<file path="src/sv/gfc_pkg.sv">
// Shared types, constants and helpers for the GIF frame counter.
`timescale 1ns / 1ps
package gfc_pkg;

  localparam int COUNT_BITS = 16;
  localparam logic [COUNT_BITS-1:0] FRAME_MAX = (COUNT_BITS > 16) ? COUNT_BITS'(32'hFFFF)
                                                                  : {COUNT_BITS{1'b1}};

  localparam logic [7:0] BYTE_EXT     = 8'h21;
  localparam logic [7:0] BYTE_IMAGE   = 8'h2C;
  localparam logic [9:0] HDR_LAST_IDX = 10'd12;
  localparam logic [9:0] HDR_W_LO     = 10'd6;
  localparam logic [9:0] HDR_W_HI     = 10'd7;
  localparam logic [9:0] HDR_H_LO     = 10'd8;
  localparam logic [9:0] HDR_H_HI     = 10'd9;
  localparam logic [9:0] HDR_PACKED   = 10'd10;
  localparam logic [9:0] DESC_REMAIN  = 10'd9;

  typedef enum logic [3:0] {
    PH_HEADER  = 4'd0,
    PH_GTAB    = 4'd1,
    PH_BLOCK   = 4'd2,
    PH_EXTLBL  = 4'd3,
    PH_DESC    = 4'd4,
    PH_LTAB    = 4'd5,
    PH_LZW     = 4'd6,
    PH_SUBLEN  = 4'd7,
    PH_SUBDATA = 4'd8,
    PH_DONE    = 4'd9
  } gfc_phase_t;

  typedef struct packed {
    logic       valid;
    logic [7:0] data;
    logic       last;
  } gfc_item_t;

  // Color table size in bytes: 3 * 2^(n+1) when the table flag is set.
  function automatic logic [9:0] table_len(input logic [7:0] packed_byte);
    logic [9:0] base;
    logic [3:0] sh;
    base = 10'd3;
    sh   = {1'b0, packed_byte[2:0]} + 4'd1;
    if (!packed_byte[7]) begin
      return 10'd0;
    end
    return base << sh;
  endfunction

endpackage

</file>
<file path="src/sv/gfc_in_if.sv">
// Input byte channel: valid/ready handshake with file byte and last flag.
`timescale 1ns / 1ps
interface gfc_in_if;
  logic       valid;
  logic       ready;
  logic [7:0] data_byte;
  logic       last_byte;

  modport source(output valid, output data_byte, output last_byte, input ready);
  modport sink(input valid, input data_byte, input last_byte, output ready);
endinterface

</file>
<file path="src/sv/gfc_out_if.sv">
// Result channel: valid/ready handshake carrying the per-file report.
`timescale 1ns / 1ps
interface gfc_out_if;
  logic        valid;
  logic        ready;
  logic [15:0] canvas_width;
  logic [15:0] canvas_height;
  logic [15:0] frame_count;
  logic        is_animated;

  modport source(output valid, output canvas_width, output canvas_height,
                 output frame_count, output is_animated, input ready);
  modport sink(input valid, input canvas_width, input canvas_height,
               input frame_count, input is_animated, output ready);
endinterface

</file>
<file path="src/sv/gif_frame_counter_core.sv">
// Top level of the GIF frame counter: input register feeding the block walker.
// The walker registers the report when it takes the last byte from the input register.
// Throughput: one byte per cycle; a pending report stalls input only when
// a second report is due before the first is taken.
// Reset (rst, synchronous): parse state to header phase, all holds and counts to zero.
// After each report the parse state returns to its reset values.
`timescale 1ns / 1ps
module gif_frame_counter_core
  import gfc_pkg::*;
(
  input  logic      clk,
  input  logic      rst,
  gfc_in_if.sink    in_word,
  gfc_out_if.source out_word
);

  gfc_item_t item;
  logic      take;

  gfc_in_reg u_in_reg (
    .clk     (clk),
    .rst     (rst),
    .in_word (in_word),
    .take    (take),
    .item    (item)
  );

  gfc_walker u_walker (
    .clk      (clk),
    .rst      (rst),
    .item     (item),
    .take     (take),
    .out_word (out_word)
  );

endmodule

</file>
<file path="src/sv/gfc_in_reg.sv">
// Input register stage: holds one incoming word until the walker takes it.
`timescale 1ns / 1ps
module gfc_in_reg
  import gfc_pkg::*;
(
  input  logic      clk,
  input  logic      rst,
  gfc_in_if.sink    in_word,
  input  logic      take,
  output gfc_item_t item
);

  logic      load;
  gfc_item_t stage;

  assign in_word.ready = !stage.valid || take;
  assign load          = in_word.valid && in_word.ready;
  assign item          = stage;

  always_ff @(posedge clk) begin
    if (rst) begin
      stage.valid <= 1'b0;
    end else if (load) begin
      stage.valid <= 1'b1;
    end else if (take) begin
      stage.valid <= 1'b0;
    end
    if (load) begin
      stage.data <= in_word.data_byte;
      stage.last <= in_word.last_byte;
    end
  end

endmodule

</file>
<file path="src/sv/gfc_walker.sv">
// Block walker: parse state update per byte and the registered report.
`timescale 1ns / 1ps
module gfc_walker
  import gfc_pkg::*;
(
  input  logic      clk,
  input  logic      rst,
  input  gfc_item_t item,
  output logic      take,
  gfc_out_if.source out_word
);

  gfc_phase_t            phase, phase_next;
  logic [9:0]            countdown, countdown_next;
  logic [9:0]            pending, pending_next;
  logic [15:0]           width_hold, width_next;
  logic [15:0]           height_hold, height_next;
  logic [COUNT_BITS-1:0] frames, frames_next;
  logic [9:0]            dec;
  logic [9:0]            tlen;
  logic                  out_free;
  logic                  report;
  logic                  short_file;

  assign out_free = !out_word.valid || out_word.ready;
  assign take     = item.valid && (!item.last || out_free);
  assign report   = take && item.last;
  assign dec      = (countdown != 10'd0) ? countdown - 10'd1 : 10'd0;
  assign tlen     = table_len(item.data);

  always_comb begin
    phase_next     = phase;
    countdown_next = countdown;
    pending_next   = pending;
    width_next     = width_hold;
    height_next    = height_hold;
    frames_next    = frames;
    unique case (phase)
      PH_HEADER: begin
        if (countdown == HDR_W_LO) width_next[7:0] = item.data;
        else if (countdown == HDR_W_HI) width_next[15:8] = item.data;
        else if (countdown == HDR_H_LO) height_next[7:0] = item.data;
        else if (countdown == HDR_H_HI) height_next[15:8] = item.data;
        else if (countdown == HDR_PACKED) pending_next = tlen;
        if (countdown >= HDR_LAST_IDX) begin
          countdown_next = pending;
          phase_next     = (pending != 10'd0) ? PH_GTAB : PH_BLOCK;
        end else begin
          countdown_next = countdown + 10'd1;
        end
      end
      PH_GTAB, PH_LTAB, PH_SUBDATA: begin
        countdown_next = dec;
        if (dec == 10'd0) begin
          if (phase == PH_GTAB) phase_next = PH_BLOCK;
          else if (phase == PH_LTAB) phase_next = PH_LZW;
          else phase_next = PH_SUBLEN;
        end
      end
      PH_BLOCK: begin
        if (item.data == BYTE_EXT) begin
          phase_next = PH_EXTLBL;
        end else if (item.data == BYTE_IMAGE) begin
          phase_next     = PH_DESC;
          countdown_next = DESC_REMAIN;
        end else begin
          phase_next = PH_DONE;
        end
      end
      PH_EXTLBL, PH_LZW: begin
        phase_next = PH_SUBLEN;
      end
      PH_DESC: begin
        countdown_next = dec;
        if (dec == 10'd0) begin
          if (frames < FRAME_MAX) frames_next = frames + 1'b1;
          countdown_next = tlen;
          phase_next     = (tlen != 10'd0) ? PH_LTAB : PH_LZW;
        end
      end
      PH_SUBLEN: begin
        if (item.data == 8'd0) begin
          phase_next = PH_BLOCK;
        end else begin
          countdown_next = {2'b00, item.data};
          phase_next     = PH_SUBDATA;
        end
      end
      default: begin
        phase_next = PH_DONE;
      end
    endcase
  end

  assign short_file = (phase_next == PH_HEADER);

  always_ff @(posedge clk) begin
    if (rst) begin
      phase          <= PH_HEADER;
      countdown      <= 10'd0;
      pending        <= 10'd0;
      width_hold     <= 16'd0;
      height_hold    <= 16'd0;
      frames         <= '0;
      out_word.valid <= 1'b0;
    end else begin
      if (report) begin
        phase       <= PH_HEADER;
        countdown   <= 10'd0;
        pending     <= 10'd0;
        width_hold  <= 16'd0;
        height_hold <= 16'd0;
        frames      <= '0;
      end else if (take) begin
        phase       <= phase_next;
        countdown   <= countdown_next;
        pending     <= pending_next;
        width_hold  <= width_next;
        height_hold <= height_next;
        frames      <= frames_next;
      end
      if (report) begin
        out_word.valid <= 1'b1;
      end else if (out_word.ready) begin
        out_word.valid <= 1'b0;
      end
    end
    if (report) begin
      out_word.canvas_width  <= short_file ? 16'd0 : width_next;
      out_word.canvas_height <= short_file ? 16'd0 : height_next;
      out_word.frame_count   <= short_file ? 16'd0 : 16'(frames_next);
      out_word.is_animated   <= !short_file && (frames_next >= COUNT_BITS'(2));
    end
  end

endmodule

</file>
<file path="src/flat_wrapper.sv">
// flat-port wrapper written by rule: the top's interface ports become plain ports
module gif_frame_counter_core_flat import gfc_pkg::*;
  (clk, rst, in_word_valid, in_word_data_byte, in_word_last_byte, in_word_ready, out_word_valid, out_word_canvas_width, out_word_canvas_height, out_word_frame_count, out_word_is_animated, out_word_ready);
  gfc_in_if in_word_i ();
  gfc_out_if out_word_i ();
  input  logic clk;
  input  logic rst;
  input wire logic [$bits(in_word_i.valid)-1:0] in_word_valid;
  input wire logic [$bits(in_word_i.data_byte)-1:0] in_word_data_byte;
  input wire logic [$bits(in_word_i.last_byte)-1:0] in_word_last_byte;
  output wire logic [$bits(in_word_i.ready)-1:0] in_word_ready;
  output wire logic [$bits(out_word_i.valid)-1:0] out_word_valid;
  output wire logic [$bits(out_word_i.canvas_width)-1:0] out_word_canvas_width;
  output wire logic [$bits(out_word_i.canvas_height)-1:0] out_word_canvas_height;
  output wire logic [$bits(out_word_i.frame_count)-1:0] out_word_frame_count;
  output wire logic [$bits(out_word_i.is_animated)-1:0] out_word_is_animated;
  input wire logic [$bits(out_word_i.ready)-1:0] out_word_ready;
  assign in_word_i.valid = in_word_valid;
  assign in_word_i.data_byte = in_word_data_byte;
  assign in_word_i.last_byte = in_word_last_byte;
  assign in_word_ready = in_word_i.ready;
  assign out_word_valid = out_word_i.valid;
  assign out_word_canvas_width = out_word_i.canvas_width;
  assign out_word_canvas_height = out_word_i.canvas_height;
  assign out_word_frame_count = out_word_i.frame_count;
  assign out_word_is_animated = out_word_i.is_animated;
  assign out_word_i.ready = out_word_ready;
  gif_frame_counter_core u_core (.clk(clk), .rst(rst), .in_word(in_word_i), .out_word(out_word_i));
endmodule
</file>
<file path="config.mk">
export PLATFORM = sky130hd
export DESIGN_NAME = gif_frame_counter_core_flat
export DESIGN_NICKNAME = d
export VERILOG_FILES = /design/src/sv/gfc_pkg.sv /design/src/sv/gfc_in_if.sv /design/src/sv/gfc_out_if.sv /design/src/sv/gif_frame_counter_core.sv /design/src/sv/gfc_in_reg.sv /design/src/sv/gfc_walker.sv /design/src/flat_wrapper.sv
export SDC_FILE = /design/constraint.sdc
export NUM_CORES = 1
export LEC_CHECK = 0
export BUFFER_PORTS_ARGS = -buffer_cell sky130_fd_sc_hd__buf_2
export CORE_MARGIN = 2
export CORE_UTILIZATION = 40
export CTS_BUF_LIST = sky130_fd_sc_hd__clkbuf_4 sky130_fd_sc_hd__clkbuf_8
export CTS_CLUSTER_DIAMETER = 100
export DETAILED_ROUTE_END_ITERATION = 16
export PLACE_DENSITY = 0.6
export SYNTH_ARGS = -nofsm -noshare
export SYNTH_HDL_FRONTEND = slang
export SYNTH_SLANG_ARGS = --single-unit
</file>
<file path="constraint.sdc">
create_clock -name clk -period 4.1 [get_ports clk]
set_input_delay 0.615 -clock clk [delete_from_list [all_inputs] [get_ports clk]]
set_output_delay 0.615 -clock clk [all_outputs]
set_load 0.01 [all_outputs]
</file>
# Word level (Yosys, flattened, before mapping)

Index checks and enable logic that the tools add are counted.

Add/sub/neg operators: 4
Order comparisons: 3
Eq/ne operators: 18
Shift-type cells: 1
Muxes and demuxes: 36
Bitwise logic cells: 4
Reductions and logical operators: 26

Operators by type and width:

| operator                                                            | count |
|---|---|
| two-way mux 16 bit                                                  | 7 |
| two-way mux 10 bit                                                  | 7 |
| case mux 10 bit (5 select lines)                                    | 1 |
| two-way mux 8 bit                                                   | 6 |
| equality test 10 x 4 -> 1 bit (second input constant)               | 3 |
| nonzero test 10 bit                                                 | 3 |
| two-way mux 4 bit                                                   | 6 |
| case mux 4 bit (6 select lines)                                     | 1 |
| equality test 10 x 3 -> 1 bit (second input constant)               | 2 |
| adder 16 x 1 -> 16 bit (second input constant)                      | 1 |
| equality test 4 x 3 -> 1 bit (second input constant)                | 4 |
| equality test 8 x 6 -> 1 bit (second input constant)                | 2 |
| greater-or-equal comparator 16 x 2 -> 1 bit (second input constant) | 1 |
| < comparator 16 bit (second input constant)                         | 1 |
| adder 10 x 1 -> 10 bit (second input constant)                      | 1 |
| greater-or-equal comparator 10 x 4 -> 1 bit (second input constant) | 1 |
| logical NOT 10 bit                                                  | 1 |
| left shift 2 x 4 -> 10 bit (first input constant)                   | 1 |
| subtractor 10 x 1 -> 10 bit (second input constant)                 | 1 |
| equality test 4 x 2 -> 1 bit (second input constant)                | 2 |
| logical NOT 4 bit                                                   | 2 |
| logical NOT 8 bit                                                   | 1 |
| AND reduction 7 bit                                                 | 1 |
| != test 2 bit (second input constant)                               | 3 |
| other kinds (15)                                                    | 33 |

Flip-flop bits (word level): 132
Input bits: 13
Output and inout bits: 51
Word-level logic and storage cells: 106

# Longest topological paths before layout

Gate-level depths: netlist of the first run.

Word-level depth: 10
Mapped depth: 13
Mapped depth without buffers: 10

# Cells and area by module

A second synthesis of the first run with hierarchy kept.

Cell total of the unflattened synthesis: 789
Area total of the unflattened synthesis: 6894.1 sq um

By module, submodules not included:

| module     | times used | cells an instance | area each (sq um) | sequential area each (sq um) |
|---|---|---|---|---|
| gfc_walker | 1          | 775               | 6568.8            | 2932.8 |
| gfc_in_reg | 1          | 14                | 325.3             | 290.3 |

# Worst setup path after synthesis of the first run

No wires, ideal clock.

Kind: input -> register
Start point: in out_word_ready
End point: reg u_core.u_walker.frames[0]
Setup time: 128 ps
Arrival: 3261 ps
Required time: 3972 ps
Slack: 711 ps
Stages on the path: 8
Path buffers: 3
Cells stage by stage: nor2b_1 -> nand2_1 -> and3_1 -> clkbuf_1 -> or2_2 -> clkbuf_1 -> clkbuf_1 -> nor2_1

Word-level cells in the longest chain between the ends: 5

RTL lines:

| what                                | RTL line           | text |
|---|---|---|
| from (decl)                         | flat_wrapper.sv:17 | `input wire logic [$bits(out_word_i.ready)-1:0] out_word_ready;` |
| logical OR 1 bit                    | gfc_walker.sv:25   | `assign out_free = !out_word.valid \|\| out_word.ready;` |
| logical OR 1 bit                    | gfc_walker.sv:26   | `assign take = item.valid && (!item.last \|\| out_free);` |
| logical AND 1 bit                   | gfc_walker.sv:26   |  |
| logical AND 1 bit                   | gfc_walker.sv:27   | `assign report = take && item.last;` |
| net u_core.u_walker.report          | gfc_walker.sv:22   | `logic report;` |
| OR reduction 2 bit (no source line) | -                  |  |
| to (signal assigned)                | gfc_walker.sv:120  | `frames <= frames_next;` |
| to (decl)                           | gfc_walker.sv:18   | `logic [COUNT_BITS-1:0] frames, frames_next;` |

The timed path passes the listed nets, and every way through them passes these cells.
A chain may end at the register's enable or synchronous reset.

# Worst setup path in the final report of the first run

Start point: reg u_core.u_walker.countdown[0]
End point: reg u_core.u_walker.out_word.is_animated, data pin

Word-level cells in the longest chain between the ends: 8
Elaborated cells between the ends (all ways): 15
Classes of those cells: add/sub: 1; order compare: 2; mux: 7; reduce/logical: 5

RTL lines:

| what                                                                                | RTL line          | text |
|---|---|---|
| from (decl)                                                                         | gfc_walker.sv:14  | `logic [9:0] countdown, countdown_next;` |
| from (signal assigned)                                                              | gfc_walker.sv:116 | `countdown <= countdown_next;` |
| branches (longest 7 deep; another with greater-or-equal comparator 16 x 2 -> 1 bit) | -                 |  |
| logical AND 1 bit *                                                                 | gfc_walker.sv:132 | `out_word.is_animated <= !short_file && (frames_next >= COUNT_BITS'(2));` |
| to (signal assigned)                                                                | gfc_walker.sv:132 |  |
| to (decl)                                                                           | gfc_out_if.sv:12  | `output frame_count, output is_animated, input ready);` |

Every way passes the cells marked *.

==> metrics.cfg, run 1 <==
[status]
status=completed

[synthesis]
synth_area_leader_cell=edfxtp_1
syn_area_sq_um=7000
syn-num-nets=818
yosys-top-cells-count=nor2_1, nand2_1, dfxtp_1, a21oi_1, edfxtp_1
syn_avg_cell_area_sq_um=8.81
yosysMostFrequentCell=nor2_1
synth_cells=795
post_synth_num_cell_types=72
synth.top_cells.by_area=edfxtp_1, dfxtp_1, nor2_1
synth_edf_count=58
netlist.area_leader.share=0.249
synth_flop_cell=dfxtp_1
yosysSeqAreaShare=0.460
postSynth.asyncResetShare=0
synth_seq_cells=132
ys.warnings.count=0

[drt]
vias=6062
drc=0
wire_per_inst_um=17.1
drt-total-wl_um=18500
initialDrtViolationCount=542
vias_per_cell=5.61
drt.antenna.violating_nets=0
drt-pass1-iter-count=6

[sta]
maxSlewViolCount=0
finalCritPeriodShare=0.949
finClkSkew_ns=0.0129
fin_tns_setup_ns=0
hold_viol_final=0
period_minus_slack_ns=3.89
setup-violations-final=0
whs_ns=0.332
fmax_mhz=257
tightest_slew_ns=0.967
rsz0062_at_grt=no
max_slew_margin=0.355

[layout]
seqCellArea_sq_um=3220
drive_gt1_frac=0.166
fillers=1702
fin_nets=866
multiInputGateArea_sq_um=3490
layout.cells.non_filler=1081
area_growth_pct=14.4
antenna_cells=0

[grt]
grt-ovfl-total=0
grt_max_degree=52
grt_usage=0.206
antenna_found_initial=0
grt_pass1_wl_um=29400
grt_pass1_vias=5668

[hold_path]
holdCritPathClass=in -> reg

[setup_path]
crit_required_ns=4.30
worst_ep_arrival_time_ns=4.10
critPathLaunchType=register
worstSetupPathType=reg -> reg
cp_max_fo=13
end_kind=register

[die]
die_h_um=136
die-width_um=136
initial_utilization=0.408
std_cell_rows=48
core_sq_um=17200
dieArea_sq_um=18600
io_pins=64

[placed_design]
dp.cells=1049
dp_hpwl_um=12500
portBuffers=63
gp_congestion=0.927

[cts]
cts_buffers=17
cts_buffer_depth=2
cts-htree-levels=4
cts_setup_buffers=0
tritoncts=done
cts_sinks=132
path_clk_slew_ns=0.08
cts_hold_buf=0
clock_latency_ns=0.46
clock_tree.root_cell=clkbuf_8
ctsResizeCount=0

[power_and_ir_drop]
power.density_nw_per_um2=407
vdd_drop_max_uv=291
p_leak_nw=3.00

[flow_run]
maxCapViolations=0

==> worst max-delay path: stages, from the launching register on <==
cell,delay [ns]
dfxtp_1,0.43
inv_1,0.24
ha_1,0.37
nor4b_1,0.41
nand3_1,0.28
a31o_2,0.32
a211oi_1,0.45
nand2_2,0.27
or3_1,0.42
a211oi_1,0.30
a31oi_1,0.13
==> worst paths after layout <==
check | startpoint | endpoint | slack (ns) | cells after the start
setup / recovery | u_core.u_walker.countdown[0] | u_core.u_walker.out_word.is_animated | 0.21 | 10
hold / removal | in_word_data_byte[4] | u_core.u_in_reg.item[5] | 0.33 | 1
setup reg to reg | u_core.u_walker.countdown[0] | u_core.u_walker.out_word.is_animated | 0.21 | 10
hold reg to reg | u_core.u_walker.width_hold[11] | u_core.u_walker.width_hold[11] | 0.46 | 2
==> area by class of cell <==
class                      count  area share
inverter                      12     0.00562
sequential                   132       0.402
tap                          225      0.0351
clock buffer                  19      0.0311
multi-input combinational    591       0.436
clock inverter                13      0.0259
timing repair buffer          89      0.0637
==> power breakdown <==
group          total, mW  internal, mW  leakage [nW]  switching [mW]
Clock               1.26         0.735         0.220           0.527
Sequential          1.43          1.39          1.19          0.0407
Combinational      0.566         0.180          1.59           0.386
Total               3.26          2.31          3.00           0.954
==> logic make-up (layout without fill, tap and decap cells) <==
kind of cell / after synthesis / after routing / share of synthesized area
multiplexers: 36 / 36 / 0.0518
AND/OR/NAND/NOR: 350 / 350 / 0.239
AO/OA/AOI/OAI: 164 / 164 / 0.149
buffers and inverters: 72 / 133 / 0.0418
XOR/XNOR: 31 / 31 / 0.0399
flip-flops: 132 / 132 / 0.460
adder cells (fa/ha/maj): 10 / 10 / 0.0179
==> layer usage <==
metal,track usage,vias to the layer above,share of wire
met5,0,-,0
met4,0.106,0,0.036
met3,0.0485,49,0.063
met2,0.314,236,0.45
met1,0.273,2848,0.45
li1,-,2929,-
==> sequential cells by signal, summed over array words and instances (netlist names) <==
signal,count
u_core.u_in_reg.item,10
u_core.u_walker.countdown,10
u_core.u_walker.frames,16
u_core.u_walker.height_hold,16
u_core.u_walker.out_word.canvas_height,16
u_core.u_walker.out_word.canvas_width,16
u_core.u_walker.out_word.frame_count,16
u_core.u_walker.out_word.is_animated,1
u_core.u_walker.out_word.valid,1
u_core.u_walker.pending,10
u_core.u_walker.phase,4
u_core.u_walker.width_hold,16
==> cells in the final DEF (no fill, tap or decap), types with 11 or more instances in the layout <==
cell type	netlist	final
nor2_1	119	119
nand2_1	92	91
dfxtp_1	74	74
a21oi_1	71	71
buf_2	9	63
edfxtp_1	58	58
nand3_1	46	46
mux2i_1	34	34
o21ai_0	29	29
buf_4	1	26
xnor2_1	18	18
nor3_1	18	17
clkbuf_8	0	17
xor2_1	12	12
inv_1	11	11
==> through the flow <==
step	total power [mW]	utilization	worst slack (ns)	cell area [sq um]
after floorplan	1.86	-	0.711	7000
after global placement	2.01	0.440	0.508	7550
after detailed placement	2.02	0.440	0.325	7550
after CTS	3.27	0.466	0.284	8010
after global routing	3.40	0.466	0.0247	8010
final	3.26	0.466	0.208	8010
Power figures use the tool's default switching activity.
==> run 2, diff against run 1 <==
Settings changed: CORE_UTILIZATION 40 to 51, PLACE_DENSITY 0.6 to 0.76, SYNTH_HIERARCHICAL set to 1.
Clock period 4.1 ns to 3.3 ns, I/O delays scaled along.
==> run 2 against run 1 <==
  * Routed wire length decreased by 7.0%
  * Utilization increased by 14 points
  * Synthesized cell count decreased by 0.75%
  * Critical endpoint is now u_core/u_walker/out_word.is_animated
  * Largest cell class unchanged
==> metrics.cfg, run 2 <==
[power_and_ir_drop]
p_sw_mw=1.25  ; +31%
pwr-share-comb=0.227  ; +0.053
p_leak_nw=3.12  ; +4.3%
internal_power_mw=2.79  ; +21%
switching_share=0.310  ; +0.0170
power_frac_seq=0.441  ; +0.002
power_frac_clock=0.332  ; -0.055
vdd_drop_max_uv=245  ; -16%
power.density_nw_per_um2=502  ; +23%

[sta]
period_minus_slack_ns=3.25  ; -0.646 ns
finalCritPeriodShare=0.984  ; +0.0343
fmax_mhz=308  ; +20%
max_slew_margin=0.340  ; -0.0152
maxSlewViolCount=0  ; unchanged
tightest_slew_ns=0.990  ; +0.0228 ns
setup-violations-final=0  ; unchanged
finClkSkew_ns=0.0126  ; -0.000261 ns
fin_ws_ns=0.0543  ; -0.154 ns
hold_viol_final=0  ; unchanged

[placed_design]
dp_hpwl_um=11700  ; -6.8%
dp_worst_setup_slack_ns=0.0355  ; -0.289 ns
portBuffers=63  ; unchanged
gp_congestion=0.953  ; +2.8%

[setup_path]
worst_ep_arrival_time_ns=3.43  ; -0.67 ns
crit_top_cell=buf_4
cp_max_fo=5  ; -8
path_buf_inv=2  ; +1
end_kind=register
cpPeakStageDelay_ns=0.42  ; -0.03 ns
cp_slowest_cell=or3b_1
path_cells=or3_1 -> buf_4 -> nor4_2 -> mux2i_2 -> o211ai_1 -> buf_4 -> or3b_1 -> mux2i_1 -> a311oi_1 -> a41oi_1
crit_required_ns=3.48  ; -0.82 ns
critPathLaunchType=register
cp_top_family=simple AND/OR/NAND/NOR gates
worstSetupPathType=reg -> reg

[synthesis]
postSynth.asyncResetShare=0  ; unchanged
synth_seq_cells=132  ; unchanged
synth_area_leader_cell=edfxtp_1
post_synth_num_cell_types=68  ; -5.6%
yosys-top-cells-count=nand2_1, nor2_1, a21oi_1, dfxtp_1, edfxtp_1
synth.top_cells.by_area=edfxtp_1, dfxtp_1, nand2_1
syn-num-nets=812  ; -0.73%
syn_avg_cell_area_sq_um=8.74  ; -0.79%
yosysMostFrequentCell=nand2_1
ys.warnings.count=6  ; +6
yosysSeqAreaShare=0.468  ; +0.00718
synth_cells=789  ; -0.75%
netlist.area_leader.share=0.253  ; +0.00388
syn_area_sq_um=6890  ; -1.5%
synth_edf_count=58  ; unchanged
synth_flop_cell=dfxtp_1

[layout]
area_growth_pct=17.0
fillers=1189  ; -30%
antenna_cells=0  ; unchanged
seqCellArea_sq_um=3220  ; about the same
drive_gt1_frac=0.201  ; +0.0350
post-route-util=0.609  ; +0.143
fin_nets=891  ; +2.9%
final_cell_mix=nand2_1, nor2_1, a21oi_1, dfxtp_1, buf_2
multiInputGateArea_sq_um=3440  ; -1.7%
layout_commonest_cell=nand2_1

[drt]
drc=0  ; unchanged
drt.antenna.violating_nets=0  ; unchanged
drt-pass1-iter-count=5  ; -1
drt-total-wl_um=17200  ; -7.0%
vias_per_cell=5.71  ; +1.8%
wire_per_inst_um=16.3  ; -4.9%
vias=6035  ; -0.45%
initialDrtViolationCount=723  ; +33%

[die]
dieArea_sq_um=14500  ; -22%
io_pins=64  ; unchanged
die_h_um=120  ; -12%
core_sq_um=13200  ; -23%
initial_utilization=0.521  ; +0.113
std_cell_rows=42  ; -13%
die-width_um=120  ; -12%

[grt]
grt_usage=0.235  ; +0.0287
grt_pass1_wl_um=26700  ; -9.0%
grt_max_degree=48  ; -7.7%
grt-ovfl-total=0  ; unchanged
antenna_found_initial=0  ; unchanged
grt_pass1_vias=5250  ; -7.4%

[cts]
path_clk_slew_ns=0.08  ; about the same
clock_latency_ns=0.45  ; about the same
clock_tree.root_cell=clkbuf_8
cts_buffer_depth=2  ; unchanged
cts_buffers=17  ; unchanged
tritoncts=done
cts-htree-levels=4  ; unchanged
cts_sinks=132  ; unchanged

[hold_path]
holdCritPathClass=in -> reg

[status]
status=completed

[flow_run]
maxCapViolations=0  ; unchanged

==> run 2: changes by cell type after synthesis, sizes merged, moves of 8 or more <==
cell,previous run,this run
and3,7,15
nand3,46,29
nand2,92,131
and2,4,13
o21ai,30,21
nor2,121,95
a211oi,10,2
==> run 2: metrics by stage <==
stage               instance area (sq um)  power (mW)  instances  hold slack, ns  TNS, ns
floorplan                            6890        2.36        789           0.431        0
global placement                     7560        2.62       1018           0.437        0
detailed placement                   7560        2.62       1018           0.444        0
CTS                                  7950        3.95       1050           0.187        0
global route                         8070        4.21       1057           0.197  -0.0319
finish                               8070        4.05       1057           0.214        0
==> run 2: repair_timing <==
item / CTS / global route
pin swaps: 0 / 2
cloned: 0 / 1
setup buffers: 0 / 6
endpoints found under the setup margin: 1 / 49
gates resized for setup: 1 / 15
hold buffers: 0 / 0
==> run 2: routing by layer <==
metal	track usage	share of wire	routed length [um]	up-vias
met1	0.335	0.45	7750	2802
li1	-	-	-	2939
met2	0.352	0.45	7810	262
met4	0.102	0.022	378	0
met5	0	0	0	-
met3	0.0420	0.073	1260	32
==> run 2: worst register-to-register path: cells and delay by family, from the launching register on <==
family | cells | cell delay, ns
simple gates | 3 | 1.11
compound gates | 3 | 0.68
mux | 2 | 0.44
flops | 1 | 0.38
buf+inv | 2 | 0.36
==> run 2: power groups by stage <==
stage                     combinational, mW  sequential, mW  clock [mW]
after floorplan                       0.543            1.81           0
after global placement                0.799            1.82           0
after detailed placement              0.803            1.82           0
after CTS                             0.807            1.78        1.36
after global routing                  0.986            1.79        1.44
final                                 0.918            1.79        1.34
==> run 2: cell type report <==
type	instances	area share
clock inverters	15	0.0194
clock buffers	17	0.0290
inverters	11	0.00512
multi-input cells	590	0.426
repair buffers	116	0.0937
flip-flops and latches	132	0.400
well taps	176	0.0273
==> run 2: logic make-up (layout without fill, tap and decap cells) <==
kind of cell	count (synthesis)	in the layout	synth area share
AOI/OAI and AO/OA	150	150	0.134
xor gates and xnor gates	28	28	0.0356
adders and majority gates	10	10	0.0181
buffers and inverters	67	159	0.0412
DFF	132	132	0.468
muxes	37	37	0.0541
and+or+nand+nor	365	365	0.250
==> run 2: worst paths after layout <==
| kind | start | endpoint | depth (start not counted) | slack (ns) |
|---|---|---|---|---|
| max | u_core/u_walker/countdown[5] | u_core/u_walker/out_word.is_animated | 10 | 0.05 |
| min | in_word_data_byte[2] | u_core/u_in_reg/item[3] | 1 | 0.21 |
| min reg2reg | u_core/u_walker/height_hold[4] | u_core/u_walker/height_hold[4] | 2 | 0.45 |
| max reg2reg | u_core/u_walker/countdown[5] | u_core/u_walker/out_word.is_animated | 10 | 0.05 |
